==> src/sv/cfmb_pkg.sv <==
// ============================================================================
// cfmb_pkg
// shared types and constants of the constituent four-momentum builder
// ============================================================================
`default_nettype none

package cfmb_pkg;

    localparam int PT_W  = 16;
    localparam int ETA_W = 16;
    localparam int PHI_W = 15;
    localparam int POS_W = 12;
    localparam int PXY_W = 17;
    localparam int PZ_W  = 24;
    localparam int E_W   = 23;
    localparam int MAG_W = 16;

    localparam int CFG_INDEX_W = 4;
    localparam int CFG_DATA_W  = 16;
    localparam logic [CFG_INDEX_W-1:0] REG_USER_MIN_PT  = 4'd0;
    localparam logic [CFG_INDEX_W-1:0] REG_GHOST_MIN_PT = 4'd1;

    // series arithmetic
    localparam int Q30_SHIFT  = 30;
    localparam int FRAC_SHIFT = 12;
    localparam int TERM_W     = 39;
    localparam int ACC_W      = 44;
    localparam int K_W        = 6;
    localparam int EXP_TERMS  = 40;
    localparam int TRIG_TERMS = 30;
    localparam int STEP_LAT   = 3;

    // reciprocal
    localparam int RECIP_SHIFT = 60;
    localparam int EP_W        = 42;
    localparam int EN_W        = 31;
    localparam int CS_W        = 43;
    localparam int Q_W         = 37;

    localparam logic [PXY_W-2:0] PXY_MAX = 16'hFFFF;
    localparam logic [E_W-1:0]   PZE_MAX = 23'h7FFFFF;

    localparam int QUEUE_DEPTH = 4;

    // accumulator routing of one series term
    localparam int ACC_A_ADD = 0;
    localparam int ACC_B_ADD = 1;
    localparam int ACC_A_SUB = 2;
    localparam int ACC_B_SUB = 3;

    typedef struct packed {
        logic             kept;
        logic             ghost;
        logic [POS_W-1:0] position;
        logic [PT_W-1:0]  orig_pt;
        logic [PT_W-1:0]  pe;
        logic [MAG_W-1:0] emag;
        logic             eneg;
        logic [PHI_W-1:0] pmag;
        logic             pneg;
        logic             last;
    } item_t;

endpackage

`default_nettype wire

==> src/sv/cfmb_front.sv <==
// ============================================================================
// cfmb_front
// configuration registers, per-event index counter and item classification
// ============================================================================
`default_nettype none

module cfmb_front
    import cfmb_pkg::*;
#(
    parameter int MAX_CONSTITUENTS = 4096
)
(
    input  wire logic                   clk,
    input  wire logic                   rst_n,
    input  wire logic                   push,
    input  wire logic                   q_full,
    input  wire logic [PT_W-1:0]        pt,
    input  wire logic signed [ETA_W-1:0] eta,
    input  wire logic signed [PHI_W-1:0] phi,
    input  wire logic                   id_ok,
    input  wire logic                   last_in_event,
    input  wire logic                   cfg_write,
    input  wire logic [CFG_INDEX_W-1:0] cfg_index,
    input  wire logic [CFG_DATA_W-1:0]  cfg_data,
    output logic                        q_wr,
    output item_t                       item
);

    localparam int TOP_INT = (MAX_CONSTITUENTS - 1 < 4095) ? MAX_CONSTITUENTS - 1 : 4095;
    localparam logic [POS_W-1:0] CNT_TOP = POS_W'(TOP_INT);

    logic [PT_W-1:0]  user_min_pt_reg;
    logic [PT_W-1:0]  ghost_min_pt_reg;
    logic [POS_W-1:0] cnt_reg;
    logic [POS_W-1:0] cnt_next;
    logic [ETA_W-1:0] eta_u;
    logic [PHI_W-1:0] phi_u;
    logic             below_user;

    always_comb
    begin
        eta_u      = $unsigned(eta);
        phi_u      = $unsigned(phi);
        q_wr       = push && !q_full;
        below_user = (user_min_pt_reg != '0) && (pt < user_min_pt_reg);

        item.kept     = id_ok && !below_user;
        item.ghost    = item.kept && (pt < ghost_min_pt_reg);
        item.position = id_ok ? cnt_reg : '0;
        item.orig_pt  = id_ok ? pt : '0;
        item.pe       = item.ghost ? ghost_min_pt_reg : pt;
        item.eneg     = eta_u[ETA_W-1];
        item.emag     = eta_u[ETA_W-1] ? (~eta_u + 1'b1) : eta_u;
        item.pneg     = phi_u[PHI_W-1];
        item.pmag     = phi_u[PHI_W-1] ? (~phi_u + 1'b1) : phi_u;
        item.last     = last_in_event;

        cnt_next = cnt_reg;
        if (q_wr)
        begin
            if (last_in_event)
            begin
                cnt_next = '0;
            end
            else if (id_ok && (cnt_reg < CNT_TOP))
            begin
                cnt_next = cnt_reg + 1'b1;
            end
        end
    end

    always_ff @(posedge clk or negedge rst_n)
    begin
        if (!rst_n)
        begin
            cnt_reg          <= '0;
            user_min_pt_reg  <= '0;
            ghost_min_pt_reg <= '0;
        end
        else
        begin
            cnt_reg <= cnt_next;
            if (cfg_write)
            begin
                case (cfg_index)
                    REG_USER_MIN_PT:  user_min_pt_reg  <= cfg_data;
                    REG_GHOST_MIN_PT: ghost_min_pt_reg <= cfg_data;
                    default: ;
                endcase
            end
        end
    end

    a_cnt_bound: assert property (@(posedge clk) disable iff (!rst_n)
        cnt_reg <= CNT_TOP)
        else $error("index counter above its top");

    a_cnt_clear: assert property (@(posedge clk) disable iff (!rst_n)
        (q_wr && last_in_event) |=> (cnt_reg == '0))
        else $error("index counter not cleared after end of event");

    a_cnt_hold: assert property (@(posedge clk) disable iff (!rst_n)
        (q_wr && !id_ok && !last_in_event) |=> $stable(cnt_reg))
        else $error("index counter moved on an unidentified request");

endmodule

`default_nettype wire

==> config.mk <==
export PLATFORM = sky130hd
export DESIGN_NAME = cfmb_front
export DESIGN_NICKNAME = d
export VERILOG_FILES = /design/src/sv/cfmb_pkg.sv /design/src/sv/cfmb_front.sv
export SDC_FILE = /design/constraint.sdc
export NUM_CORES = 1
export LEC_CHECK = 0
export BUFFER_PORTS_ARGS = -buffer_cell sky130_fd_sc_hd__buf_2
export CAP_MARGIN = 10
export CORE_UTILIZATION = 40
export CTS_BUF_LIST = sky130_fd_sc_hd__clkbuf_16
export CTS_CLUSTER_SIZE = 28
export DETAILED_ROUTE_END_ITERATION = 8
export PLACE_DENSITY = 0.69
export SYNTH_ARGS = -nofsm -noshare
export SYNTH_HDL_FRONTEND = slang
export SYNTH_SLANG_ARGS = --single-unit
==> constraint.sdc <==
create_clock -name clk -period 3.1 [get_ports clk]
set_input_delay 0.155 -clock clk [delete_from_list [all_inputs] [get_ports clk]]
set_output_delay 0.155 -clock clk [all_outputs]
set_load 0.02 [all_outputs]
Word level (Yosys, flattened, before mapping)
Index checks and enable logic that the tools add are counted.
{"block": "totals", "reg_bits": 44, "latch_bits": 0, "ramBits": 0, "rom_bits": 0, "inputBits": 74, "output_inout_bits": 81, "mem_count": 0}
{"block": "classes", "addsub": 3, "multipliers": 0, "div_mod_pow": 0, "magnitude_cmp": 3, "eq_ne": 1, "shifts": 0, "muxes": 7, "bitwise": 2, "n_reduce_logical": 13}
{"cell": "$mux 16", "count": 3}
{"cell": "$mux 12", "count": 3}
{"cell": "$lt 16x16->1", "count": 2}
{"cell": "$add 16x1->16 const B", "count": 1}
{"cell": "$not 16->16", "count": 1}
{"cell": "$reduce_bool 16->1", "count": 1}
{"cell": "$add 15x1->15 const B", "count": 1}
{"cell": "$mux 15", "count": 1}
{"cell": "$not 15->15", "count": 1}
{"cell": "$add 12x1->12 const B", "count": 1}
{"cell": "$lt 12x12->1 const B", "count": 1}
{"cell": "$reduce_and 2->1", "count": 3}
{"cell": "$logic_and 1x1->1", "count": 5}
{"cell": "$eq 4x1->1 const B", "count": 1}
{"cell": "$logic_not 4->1", "count": 1}
{"cell": "$logic_not 1->1", "count": 2}
{"cell": "$reduce_bool 2->1", "count": 1}

Longest topological paths before layout
{"block": "depth", "ltp_word": 6, "mapped_depth": 9}

Least setup slack after synthesis
Ideal clock, no wire load.
{"block": "synth_path", "path_type": "flip-flop to output port", "startpoint": "register ghost_min_pt_reg[5]", "endpoint": "output item[40] (netlist bit)", "t_arrival_ns": 2.252, "required_time_ns": 2.945, "setup_slack_ns": 0.693, "stages_incl_launch_ff": 10, "cell_sequence": "dfrtp_1 inv_1 ha_1 a21o_1 a211oi_1 o21ai_1 a2111o_1 a21oi_4 buf_12 mux2_4"}
{"item": "start, declared", "line": "cfmb_front.sv:33", "text": "logic [PT_W-1:0] ghost_min_pt_reg;"}
{"item": "start signal, assigned", "line": "cfmb_front.sv:87", "text": "REG_GHOST_MIN_PT: ghost_min_pt_reg <= cfg_data;"}
{"item": "end, declared", "line": "cfmb_front.sv:26", "text": "output item_t item"}

==> summary.txt <==
Logic synthesis
  – Sequential area share after synthesis: 30.2%
  – Synth Area in Adders: 11.3%
  – Post-synth top area share: 30.2%
  – Post-synthesis mux area share: 11.1%
  – Area leader, netlist: dfrtp_1
  – Syn Std Cell Area: 3650 µm²
  – Syn avg cell area: 8.96 µm²
  – Top-count cell post-synth: dfrtp_1
  – Synthesized flop and latch total: 44
  – XOR/XNOR Fraction of Synth Area: 7.21%
  – EDFF count, synth: 0
  – Async set or reset register ratio after synthesis: 100%
  – Largest family of logic cells by synthesized area: simple AND/OR/NAND/NOR gates
  – Post-synth top cells: dfrtp_1, nand2_1, inv_1
  – Top_reg_cell synth: dfrtp_1
  – Synth Area in Compound Gates: 14.3%
  – Simple-gate area share of the yosys netlist: 19.3%
  – Syn Inst Count: 407
  – Unique masters post-synth: 47
  – Main area contributors after synthesis: dfrtp_1, ha_1, mux2_2
  – Synth warn: 0
  – Syn_nets: 514

Setup path
  – CP Data Required Time: 2.94 ns
  – CP delay by family, top: compound AO/OA/AOI/OAI gates
  – Critical path's slowest cell: a2111o_1
  – Maximum fanout along the worst path: 7
  – Worst-path cell chain: inv_1 -> ha_1 -> a21o_1 -> a211oi_1 -> o21ai_1 -> a2111o_1 -> a21oi_4 -> buf_4 -> mux2_4 -> buf_2
  – CP bufs+invs: 3
  – Crit. End Element: primary output
  – Logic depth of the worst setup path including buffers: 10
  – Worst EP arrival: 2.76 ns
  – R2R depth: 7
  – Critical path class: reg2out
  – Startpoint types: register
  – CP peak stage delay: 0.41 ns

Clock network
  – Clk_lat worst skew: 0.28 ns
  – # hold bufs at CTS: 0
  – Postcts setup bufs: 0
  – Htree depth: 2
  – Total CTS buffers: 5
  – Root buffer cell: clkbuf_16
  – Longest Clk Path Bufs: 2
  – CTS tree: yes
  – Reg clk slew, reported paths: 0.06 ns
  – Clk sink count: 44
  – Post-cts resize count: 0

Drt
  – Drt via density: 5.15
  – Final wirelength: 9.45 mm
  – Vias: 3430
  – Antenna violation net count after detailed routing: 0
  – Initial DRT Pass Iterations: 5
  – Remaining DRCs: 0
  – Initial DRC count: 72
  – Avg WL per Cell: 14.2 µm

Place
  – Detailed placer's ending HPWL: 7.47 mm
  – Port bufs: 154
  – Routability congestion estimate: 0.828

Die
  – Die Span X: 97.5 µm
  – Die Height: 97.5 µm
  – Die area: 9500 µm²
  – Rows: 34
  – Core area: 8760 µm²
  – Initial Util: 41.6%
  – I/O pins: 155

Power and ir drop
  – Max rail drop VDD: 0.211 mV
  – Total Power: 2.07 mW
  – Power Density: 446 nW/µm²
  – LEAKAGE: 2.36 nW

Global routing
  – Vias in the first global route: 3250
  – Global-route wire length before repair: 15.2 mm
  – Total congestion overflow: 0
  – Pin count of the biggest net entering global routing: 45
  – Tot GR Track Use: 19.6%
  – Initial antenna violation count: 0

Flow run
  – Total of max-cap violations: 0

STA
  – Setup TNS: 0 ns
  – Final hold vios: 0
  – Final setup fails: 0
  – Final cycle utilization of the critical path: 93.9%
  – Fin. max-slew vios: 0
  – Final Skew: 0.00133 ns
  – Achievable frequency: 0.344 GHz
  – Rel. slew slack: 32.2%
  – RSZ-0062 raised after global routing: false
  – Worst hold-check slack: 0.0307 ns
  – Clock period minus worst slack: 2.91 ns
  – Actual slew at the worst max-slew pin: 1.02 ns

Layout
  – # diodes: 0
  – Area growth syn-to-layout: 27.2%
  – Nets: 664
  – Final core occ: 52.9%
  – Share of layout cells above drive strength 1: 36.9%

Min path
  – Hold Crit Class: in2async

Outcome
  – Status: finished clean
worst paths after layout:
path,slack [ns],from,end
max in group asynchronous,2.42,rst_n,ghost_min_pt_reg[15]
worst min register to register,0.53,ghost_min_pt_reg[10],ghost_min_pt_reg[10]
worst max-delay path,0.19,ghost_min_pt_reg[5],item[47]
min in group clk,0.09,cfg_data[11],user_min_pt_reg[11]
worst min-delay path,0.03,rst_n,ghost_min_pt_reg[9]
worst max register to register,1.11,cnt_reg[0],cnt_reg[8]
cells by family after synthesis:
family	count (synthesis)
flip-flops	44
multiplexers	33
buffers and inverters	54
AND/OR/NAND/NOR	133
XOR/XNOR	30
adder cells (fa/ha/maj)	33
AO/OA/AOI/OAI	80
layer usage:
metal / track usage (%) / part of all wire, % / vias up
met4: 6.11 / 1.7 / 0
li1: - / - / 1715
met2: 32.8 / 47 / 110
met1: 25.4 / 45 / 1592
met3: 3.88 / 6.4 / 13
met5: 0 / 0 / -
placed cells by master (no fill, tap or decap), types with 2 or more instances in the layout:
| cell type | Yosys | routed |
|---|---|---|
| a211oi_1 | 4 | 4 |
| a21o_1 | 5 | 5 |
| a21oi_1 | 11 | 11 |
| and2_1 | 28 | 28 |
| and3_1 | 4 | 4 |
| and4_1 | 2 | 2 |
| buf_2 | 0 | 154 |
| buf_4 | 5 | 5 |
| clkbuf_16 | 0 | 5 |
| dfrtp_1 | 44 | 44 |
| ha_1 | 33 | 33 |
| inv_1 | 38 | 40 |
| mux2_2 | 24 | 24 |
| mux2_4 | 9 | 9 |
| nand2_1 | 39 | 39 |
| nand2b_1 | 6 | 6 |
| nand3_1 | 3 | 3 |
| nand4_1 | 2 | 2 |
| nor2_1 | 16 | 16 |
| nor3_1 | 7 | 7 |
| nor4_1 | 11 | 10 |
| o211ai_1 | 2 | 2 |
| o21a_1 | 3 | 3 |
| o21ai_0 | 37 | 37 |
| o31ai_1 | 3 | 3 |
| o41ai_1 | 3 | 3 |
| or2_2 | 3 | 3 |
| or3_1 | 5 | 5 |
| or4_1 | 3 | 3 |
| xnor2_1 | 22 | 22 |
| xor2_1 | 8 | 8 |
stage by stage:
| stage | instances | setup WS (ns) | area, µm² |
|---|---|---|---|
| detailed placement | 656 | 0.386 | 4490 |
| finish | 666 | 0.190 | 4640 |
| global route | 666 | 0.0292 | 4640 |
| CTS | 664 | 0.0830 | 4620 |
| floorplan | 407 | 0.693 | 3650 |
| global placement | 656 | 0.454 | 4490 |
final cells by class:
type                            count  area (µm²)
Fill cell                         833        4130
Multi-Input combinational cell    309        2310
Sequential cell                    44        1100
Timing Repair Buffer              159         808
Inverter                           38         143
Tap cell                          108         135
Clock buffer                        5         125
Clock inverter                      3        11.3
power by group:
group / internal (mW) / leakage (nW) / total, mW / switching, mW
sequential: 0.677 / 0.554 / 0.754 / 0.0770
combinational: 0.363 / 1.73 / 0.815 / 0.452
clock: 0.290 / 0.0738 / 0.497 / 0.207
total: 1.33 / 2.36 / 2.07 / 0.736
worst reg2reg max path: stages (launching register included):
cell and delay (ns):
dfrtp_1 0.41, ha_1 0.24, and3_1 0.23, nand4_1 0.15
o21a_1 0.20, nand3_1 0.19, or3_1 0.35, a21oi_1 0.15
No activity file was read; power rests on OpenSTA's default activity.
