$ cat src/sv/cfmb_pkg.sv
// ============================================================================
// cfmb_pkg
// shared types and constants of the constituent four-momentum builder
// ============================================================================
`default_nettype none

package cfmb_pkg;

    localparam int PT_W  = 16;
    localparam int ETA_W = 16;
    localparam int PHI_W = 15;
    localparam int POS_W = 12;
    localparam int PXY_W = 17;
    localparam int PZ_W  = 24;
    localparam int E_W   = 23;
    localparam int MAG_W = 16;

    localparam int CFG_INDEX_W = 4;
    localparam int CFG_DATA_W  = 16;
    localparam logic [CFG_INDEX_W-1:0] REG_USER_MIN_PT  = 4'd0;
    localparam logic [CFG_INDEX_W-1:0] REG_GHOST_MIN_PT = 4'd1;

    // series arithmetic
    localparam int Q30_SHIFT  = 30;
    localparam int FRAC_SHIFT = 12;
    localparam int TERM_W     = 39;
    localparam int ACC_W      = 44;
    localparam int K_W        = 6;
    localparam int EXP_TERMS  = 40;
    localparam int TRIG_TERMS = 30;
    localparam int STEP_LAT   = 3;

    // reciprocal
    localparam int RECIP_SHIFT = 60;
    localparam int EP_W        = 42;
    localparam int EN_W        = 31;
    localparam int CS_W        = 43;
    localparam int Q_W         = 37;

    localparam logic [PXY_W-2:0] PXY_MAX = 16'hFFFF;
    localparam logic [E_W-1:0]   PZE_MAX = 23'h7FFFFF;

    localparam int QUEUE_DEPTH = 4;

    // accumulator routing of one series term
    localparam int ACC_A_ADD = 0;
    localparam int ACC_B_ADD = 1;
    localparam int ACC_A_SUB = 2;
    localparam int ACC_B_SUB = 3;

    typedef struct packed {
        logic             kept;
        logic             ghost;
        logic [POS_W-1:0] position;
        logic [PT_W-1:0]  orig_pt;
        logic [PT_W-1:0]  pe;
        logic [MAG_W-1:0] emag;
        logic             eneg;
        logic [PHI_W-1:0] pmag;
        logic             pneg;
        logic             last;
    } item_t;

endpackage

`default_nettype wire

$ cat src/sv/cfmb_queue.sv
// ============================================================================
// cfmb_queue
// short queue of classified requests between front and back
// ============================================================================
`default_nettype none

module cfmb_queue
    import cfmb_pkg::*;
(
    input  wire logic  clk,
    input  wire logic  rst_n,
    input  wire logic  wr,
    input  item_t      wr_item,
    output logic       full,
    input  wire logic  rd,
    output item_t      rd_item,
    output logic       empty
);

    localparam int PTR_W = $clog2(QUEUE_DEPTH);

    item_t            entry_reg [QUEUE_DEPTH];
    logic [PTR_W-1:0] wr_ptr_reg;
    logic [PTR_W-1:0] rd_ptr_reg;
    logic [PTR_W:0]   count_reg;

    assign full    = (count_reg == (PTR_W+1)'(QUEUE_DEPTH));
    assign empty   = (count_reg == '0);
    assign rd_item = entry_reg[rd_ptr_reg];

    always_ff @(posedge clk)
    begin
        if (wr)
        begin
            entry_reg[wr_ptr_reg] <= wr_item;
        end
    end

    always_ff @(posedge clk or negedge rst_n)
    begin
        if (!rst_n)
        begin
            wr_ptr_reg <= '0;
            rd_ptr_reg <= '0;
            count_reg  <= '0;
        end
        else
        begin
            if (wr)
            begin
                wr_ptr_reg <= wr_ptr_reg + 1'b1;
            end
            if (rd)
            begin
                rd_ptr_reg <= rd_ptr_reg + 1'b1;
            end
            if (wr && !rd)
            begin
                count_reg <= count_reg + 1'b1;
            end
            else if (rd && !wr)
            begin
                count_reg <= count_reg - 1'b1;
            end
        end
    end

    a_no_overflow: assert property (@(posedge clk) disable iff (!rst_n)
        count_reg <= (PTR_W+1)'(QUEUE_DEPTH))
        else $error("queue count above depth");

endmodule

`default_nettype wire

$ cat config.mk
export PLATFORM = sky130hd
export DESIGN_NAME = cfmb_queue
export DESIGN_NICKNAME = d
export VERILOG_FILES = /design/src/sv/cfmb_pkg.sv /design/src/sv/cfmb_queue.sv
export SDC_FILE = /design/constraint.sdc
export NUM_CORES = 1
export LEC_CHECK = 0
export BUFFER_PORTS_ARGS = -buffer_cell sky130_fd_sc_hd__buf_2
export CAP_MARGIN = 25
export CORE_ASPECT_RATIO = 0.8
export CORE_UTILIZATION = 45
export DETAILED_ROUTE_END_ITERATION = 10
export PLACE_DENSITY_LB_ADDON = 0.2
export SYNTH_ARGS = -nofsm -noshare
export SYNTH_HDL_FRONTEND = slang
export SYNTH_SLANG_ARGS = --single-unit
export TNS_END_PERCENT = 5
$ cat constraint.sdc
create_clock -name clk -period 7.4 [get_ports clk]
set_input_delay 0.74 -clock clk [delete_from_list [all_inputs] [get_ports clk]]
set_output_delay 0.74 -clock clk [all_outputs]
set_load 0.01 [all_outputs]
======== Yosys cells after proc, flatten, opt, wreduce, memory -nomap -nowiden ========
Memory sizes are Yosys's and may differ from the RTL's.
Index checks and enable logic that the tools add are counted.
Widths: inputs -> output; s select.
storage, ports and cells
  bits of input ports ..................... 84
  bits in writable memories ............... 320
  memories ................................ 1
  logic and storage cells ................. 19
  register bits after elaboration ......... 7
cells by class
  $add $sub $neg .......................... 4
  mux-type cells .......................... 4
  reduce and logical (&&, ||, !) cells .... 6
  equality and inequality tests ........... 1
memory list
  memory     words  bits a word  rd ports  clocked after memory_dff  wr ports  RTL line          text
  entry_reg  4      80           1         0                         1         cfmb_queue.sv:22  item_t entry_reg [QUEUE_DEPTH];
operators by type and width
  kind                 number
  $mux 3               2
  $add 2x1->2 const B  2
  $add 3x1->3 const B  1
  $eq 3x3->1 const B   1
  $logic_not 3->1      1
  $sub 3x1->3 const B  1
  $logic_and 1x1->1    2
  $logic_not 1->1      2
  $mux 1               2
  $reduce_bool 2->1    1

======== Longest topological paths before layout ========
Gate-level depths: netlist of run 1.
  depth in word-level cells ............... 4
  depth in mapped cells ................... 7
  depth with buffers taken out ............ 7

======== Worst setup path before layout of run 1 ========
No wires, ideal clock.
  kind .................................... input port to flip-flop
  from .................................... input wr
  to ...................................... memory entry_reg[1][0] (netlist bit) (enable)
  arrival time ............................ 2603 ps
  path slack .............................. 4350 ps
  buffers on the path ..................... 0
  stages on the path ...................... 1
  data required time ...................... 6953 ps
  cells stage by stage .................... and2_1
between the ends
  cells in the longest elaborated chain, start to end .. 2
ends and longest elaborated chain
  element                       RTL line          text
  start, declared               cfmb_queue.sv:12  input wire logic wr,
  $mux 1                        cfmb_queue.sv:33  if (wr)
  $mux 1 (not written as such)  cfmb_queue.sv:35  entry_reg[wr_ptr_reg] <= wr_item;
  end, declared                 cfmb_queue.sv:22
Every way passes these cells.

==> results by group, run 1 <==
Global route
  • Gr ovfl total: 0
  • Vias in the first global route: 5621
  • Largest net degree at the start of global routing: 54
  • Antenna violations before repair: 1
  • First-pass GRT wire length: 32300 microns
  • All-Layer GR Usage: 0.160

Logic synthesis
  • Unique masters post-synth: 19
  • Most instantiated library cell after synthesis: edfxtp_1
  • Total nets after synthesis: 542
  • Largest cells by area after synthesis: edfxtp_1, mux4_2, dfrtp_1
  • Synth area leader: edfxtp_1
  • Leading register cell type out of synthesis: edfxtp_1
  • Avg Cell Area, Syn: 26.6 sq um
  • Post-synth ARST share: 0.0214
  • Most instantiated cells after synthesis: edfxtp_1, mux4_2, buf_2
  • Post-Synthesis Cells: between 400 and 500
  • YS warnings: 0
  • Number of synthesized flops with an enable pin: 320
  • Synth top area share: 0.799
  • Mapped cell area: 12000 sq um
  • #FFs+latches synth: 327
  • Register area share after synthesis: 0.814

Timing
  • Max-slew headroom: 0.435
  • Pins Over Slew Limit: 0
  • # setup viols final: 0
  • Slew @ Worst Pin: 0.848 ns
  • TNS Setup: 0 ns
  • RSZ-0062 raised after global routing: no
  • Crit share post-route: 0.518
  • FMAX: 261 MHz
  • Min Tclk post-route: about 3.8 ns
  • Fin Clk Skew: 0.0175 ns
  • Fin. Hold Viols: 0

Floorplan
  • Initial Utilization: 0.458
  • Row cnt: 53
  • Ports: 166
  • Die extent in x: 185 microns
  • Full die area: 27400 sq um
  • Die height: 148 microns
  • Core ar.: 26300 sq um

Layout
  • Layout Nets: 731
  • Largest register FFs: 320
  • Area grow syn2layout: 18.6%
  • Layout cell share with drive strength beyond 1: 0.459

Clock tree
  • Clock Tree Root: clkbuf_16
  • Worst-skew pair later-pin latency: 0.50 ns
  • CTS buffer count: 34
  • Hold-fix buffers, CTS: 0
  • CTS HTree Levels: 2
  • Worst-path clk slew: 0.06 ns
  • Setup Buffers After CTS: 0
  • CTS tree: yes
  • Resize count post-CTS: 0
  • Sink Count: approximately 330
  • Clock Path Buffers: 3

Detailed routing
  • Vias: 5242
  • DR iter-0 viols: 272
  • Vias per cell: 5.11
  • Routed wl met2: approximately 10000 microns
  • Top routing layer in use: met4
  • TritonRoute pass-1 iters: 4
  • WL/cell: between 20 and 25 microns
  • DR DRC count: 0
  • DRT met1 WL: about 9000 microns
  • Routed Antenna Nets: 0
  • WL final: ~21000 microns
  • Met3 wire length: 1710 microns

Place
  • IO buf count: 165
  • Post-DP HPWL: about 13000 microns
  • GP Congestion: 0.677

Setup path
  • Worst path slowest cell: dfrtp_4
  • Crit path launch type: flip-flop
  • Crit. End Element: primary output
  • CP max stage delay: 0.97 ns
  • Critical path type: flip-flop to primary output
  • Crit-path cells: buf_4, mux4_1, buf_2
  • Crit-path max FO: 42
  • Worst R2R Path Depth: 4
  • Crit path required time: 6.66 ns
  • WP data arrival: 3.09 ns

Pwr
  • Internal Pwr Total: slightly above 4000 uW
  • Switching Fraction: 0.278
  • Total power: between 5000 and 6000 uW
  • Seq pwr share: 0.455
  • Net switching power of the design: 1590 uW
  • VDD IR max: between 0.2 and 0.25 mV
  • Clk pwr share: 0.291
  • Comb pwr share: 0.255
  • Leak Pwr: 0.00488 uW
  • Power density over the cells: between 400 and 500 nW/um^2

Job
  • Max Cap Viol: 0

Run status
  • Run status: finished clean

Worst hold path
  • Hold crit path type: input pin to async pin
final cells by class:
| type | instances | area [sq um] |
|---|---|---|
| Antenna cell | 2 | 5.00 |
| Clock buffer | 41 | 941 |
| Fill cell | 2048 | 12000 |
| Tap cell | 357 | 447 |
| Clock inverter | 21 | 174 |
| Timing Repair Buffer | 171 | 871 |
| Sequential cell | 327 | 9790 |
| Inverter | 4 | 15.0 |
| Multi-Input combinational cell | 103 | 2020 |
through the flow:
step	setup slack, ns	hold WS (ns)	util	instance area [sq um]	instances
final	3.57	0.0729	0.543	14300	1026
after global routing	3.24	0.0581	0.543	14300	1024
after CTS	3.39	0.0526	0.543	14300	1024
after detailed placement	3.94	0.489	0.500	13100	962
after global placement	3.95	0.473	0.500	13100	962
after floorplan	4.35	0.444	-	12000	452
power by group through the flow:
stage,clock [uW],combinational [uW],sequential [uW]
floorplan,0,1130,2540
global placement,0,1490,2630
detailed placement,0,1500,2660
CTS,1710,1510,2620
global route,1780,1580,2650
finish,1660,1460,2600
critical path, delay by kind of cell, from the launching register on:
kind / cells / cell delay [ns]
buf+inv: 2 / 0.95
mux: 1 / 0.64
flops: 1 / 0.97
per-layer routing:
metal  vias up  GRT usage
met5         -          0
met4         0     0.0438
met3        29     0.0455
met2       160      0.254
met1      2724      0.217
li1       2329          -
final timing paths:
check	startpoint	end	slack (ns)
worst min register to register	count_reg[2]$_DFFE_PN0P_	count_reg[2]$_DFFE_PN0P_	0.50
max in group asynchronous	rst_n	rd_ptr_reg[0]$_DFFE_PN0P_	7.13
min in group clk	wr_item[51]	entry_reg[1][51]$_DFFE_PP_	0.45
worst max-delay path	rd_ptr_reg[0]$_DFFE_PN0P_	rd_item[75]	3.57
worst min-delay path	rst_n	count_reg[2]$_DFFE_PN0P_	0.07
worst max register to register	wr_ptr_reg[0]$_DFFE_PN0P_	entry_reg[2][19]$_DFFE_PP_	5.13
layout by cell type (no fill, tap or decap):
master      instances
clkbuf_16          37
nor3b_1             1
clkinv_2            7
dfrtp_1             5
clkbuf_1            4
xnor2_1             2
edfxtp_1          320
nand2_1             2
inv_1               4
buf_2             165
nor2_1              1
dfrtp_4             2
mux4_1              1
o21ai_0             1
diode_2             2
bufinv_16           3
xor2_1              4
fa_1                1
clkinv_1            9
ha_1                5
and2_4              4
mux4_2             79
buf_4               6
clkinvlp_4          2
nor3_1              1
mux2_2              1
cell families (layout without fill, tap and decap cells):
group           count (synthesis)  in the layout  synth area share
other cells                     0              2                 0
buf+inv                        22            237            0.0193
mux                            81             81             0.151
flops                         327            327             0.814
simple gates                    9              9           0.00406
fa+ha+maj                       6              6           0.00687
xor+xnor                        6              6           0.00437
compound gates                  1              1          0.000416
No activity file was read; power rests on OpenSTA's default activity.
==> run 2: changes to the inputs <==
Clock period 7.4 ns to 3.7 ns, I/O delays scaled along.
==> run 2 against run 1 <==
  * Via count rose by 1.2%
  * Wire length up 1.5%
  * Highest routed layer is now met5
  * First-iteration DRC count rose by 16%
  * Critical endpoint is now rd_item[57]
==> results by group, run 2 (same netlist as run 1, synthesis figures left out) <==
Clock tree
  • Setup Buffers After CTS: 0
  • Worst-path clk slew: 0.06 ns
  • Clock Tree Root: clkbuf_16
  • CTS tree: yes
  • Sink Count: 327
  • Worst-skew pair later-pin latency: 0.50 ns
  • CTS buffer count: 34
  • Clock Path Buffers: 3
  • CTS HTree Levels: 2
  • Resize count post-CTS: 0

Detailed routing
  • Routed wl met2: 10100 microns
  • TritonRoute pass-1 iters: 4
  • Routed Antenna Nets: 0
  • Vias: 5306
  • Vias per cell: 5.19
  • WL final: between 20000 and 25000 microns
  • WL/cell: 21.1 microns
  • DR iter-0 viols: about 320
  • Met3 wire length: 1440 microns
  • Top routing layer in use: met5
  • DR DRC count: 0
  • DRT met1 WL: 9640 microns

Layout
  • Fill cells: 1996
  • Layout cell share with drive strength beyond 1: 0.456
  • Largest register FFs: 320
  • Layout Nets: between 700 and 800
  • Ant diodes: 0
  • Commonest non-fill, non-tap cells in the layout: edfxtp_1, buf_2, mux4_2, clkbuf_16, clkbuf_1
  • Fin util: 0.546
  • Area grow syn2layout: 19.2%
  • Commonest non-fill, non-tap cell in the layout: edfxtp_1

Timing
  • Min Hold Slack: 0.0839 ns
  • Pins Over Slew Limit: 0
  • Max-slew headroom: 0.466
  • Crit share post-route: 0.760
  • Fin Clk Skew: 0.00994 ns
  • # setup viols final: 0
  • Worst Setup Slack, final: 0.889 ns
  • TNS Setup: 0 ns
  • RSZ-0062 raised after global routing: no
  • Slew @ Worst Pin: 0.801 ns
  • FMAX: between 300 and 400 MHz
  • Min Tclk post-route: 2.81 ns
  • Fin. Hold Viols: 0

Setup path
  • Register-to-register setup slack: 1.76 ns
  • Worst R2R End: entry_reg[1][77]$_DFFE_PP_
  • Crit-path cells: buf_4, mux4_2, buf_2
  • Worst path slowest cell: dfrtp_4
  • Crit path required time: 3.33 ns
  • Crit. End Element: primary output
  • Crit path launch type: flip-flop
  • Crit-path max FO: 25
  • Worst R2R Start: wr_ptr_reg[1]$_DFFE_PN0P_
  • Critical path type: flip-flop to primary output
  • CP max stage delay: 0.65 ns
  • Worst R2R Path Depth: 4
  • WP data arrival: around 2.4 ns

Global route
  • Antenna violations before repair: 2
  • All-Layer GR Usage: 0.161
  • Gr ovfl total: 0
  • First-pass GRT wire length: between 30000 and 40000 microns
  • Largest net degree at the start of global routing: 51
  • Vias in the first global route: 5720

Floorplan
  • Ports: roughly 170
  • Full die area: 27400 sq um
  • Die height: roughly 150 microns
  • Die extent in x: 185 microns
  • Core ar.: around 26000 sq um
  • Initial Utilization: 0.458
  • Row cnt: 53

Place
  • IO buf count: 165
  • Worst slack at placement: around 1.3 ns
  • Post-DP HPWL: 12800 microns
  • GP Congestion: 0.713

Worst hold path
  • Hold crit path type: input pin to flip-flop
  • Hold depth: 1
  • Hold path startpoint: wr_item[38]
  • WHS Endpoint: entry_reg[0][38]$_DFFE_PP_

Pwr
  • VDD IR max: 0.444 mV
  • Leak Pwr: 0.00489 uW
  • Total power: around 12000 uW
  • Power density over the cells: 806 nW/um^2

Job
  • Max Cap Viol: 0

Run status
  • Run status: finished clean
## run 2: cell count changes in the layout (fill, tap and decap cells not counted), sizes merged
cell,before,now
diode,2,0
clkinv,16,9
clkinvlp,2,1
clkbuf,41,45
dlygate4sd3,0,1
buf,171,172
## run 2: where the power goes
part / switching [uW] / total [uW] / internal [uW] / leakage, uW
Sequential: 332 / 5180 / 4850 / 0.00302
Combinational: 1570 / 3040 / 1470 / 0.00134
Clock: 1310 / 3330 / 2020 / 0.000532
Total: 3210 / 11500 / 8340 / 0.00489
## run 2: how the worst max path moves through the flow
stage                                          from                   endpoint  slack (ns)
after floorplan           wr_ptr_reg[0]$_DFFE_PN0P_  entry_reg[2][0]$_DFFE_PP_        0.77
after global placement    rd_ptr_reg[0]$_DFFE_PN0P_                rd_item[57]        1.35
after detailed placement  rd_ptr_reg[0]$_DFFE_PN0P_                rd_item[57]        1.32
after CTS                 rd_ptr_reg[0]$_DFFE_PN0P_                rd_item[57]        0.78
after global routing      rd_ptr_reg[0]$_DFFE_PN0P_                rd_item[57]        0.71
final                     rd_ptr_reg[0]$_DFFE_PN0P_                rd_item[57]        0.89
## run 2: metrics by stage
stage                     instances  instance area, sq um
after floorplan                 452                 12000
after global placement          963                 13200
after detailed placement        963                 13200
after CTS                      1022                 14300
after global routing           1022                 14300
final                          1022                 14300
## run 2: routing by layer
layer / GRT usage / up-vias
met5: 0 / -
met4: 0.0463 / 4
met3: 0.0419 / 39
met2: 0.253 / 172
met1: 0.224 / 2770
li1: - / 2321
## run 2: cell type report
class | instances | area [sq um] | share of cell area
Clock buffer | 45 | 956 | 0.0667
Clock inverter | 13 | 140 | 0.00978
Inverter | 4 | 15.0 | 0.00105
Multi-Input combinational cell | 103 | 2020 | 0.141
Sequential cell | 327 | 9790 | 0.683
Tap cell | 357 | 447 | 0.0312
Timing Repair Buffer | 173 | 963 | 0.0672
## run 2: timing repair
item,4_1_cts,5_1_grt
hold buffers,1,0
endpoints found under the hold margin,7,0
setup endpoints to repair,0,0
## run 2: worst max-delay path: cells and delay by family, from the launching register on
kind | cells | cell delay, ns
DFF | 1 | 0.65
buffers and inverters | 2 | 0.67
muxes | 1 | 0.61
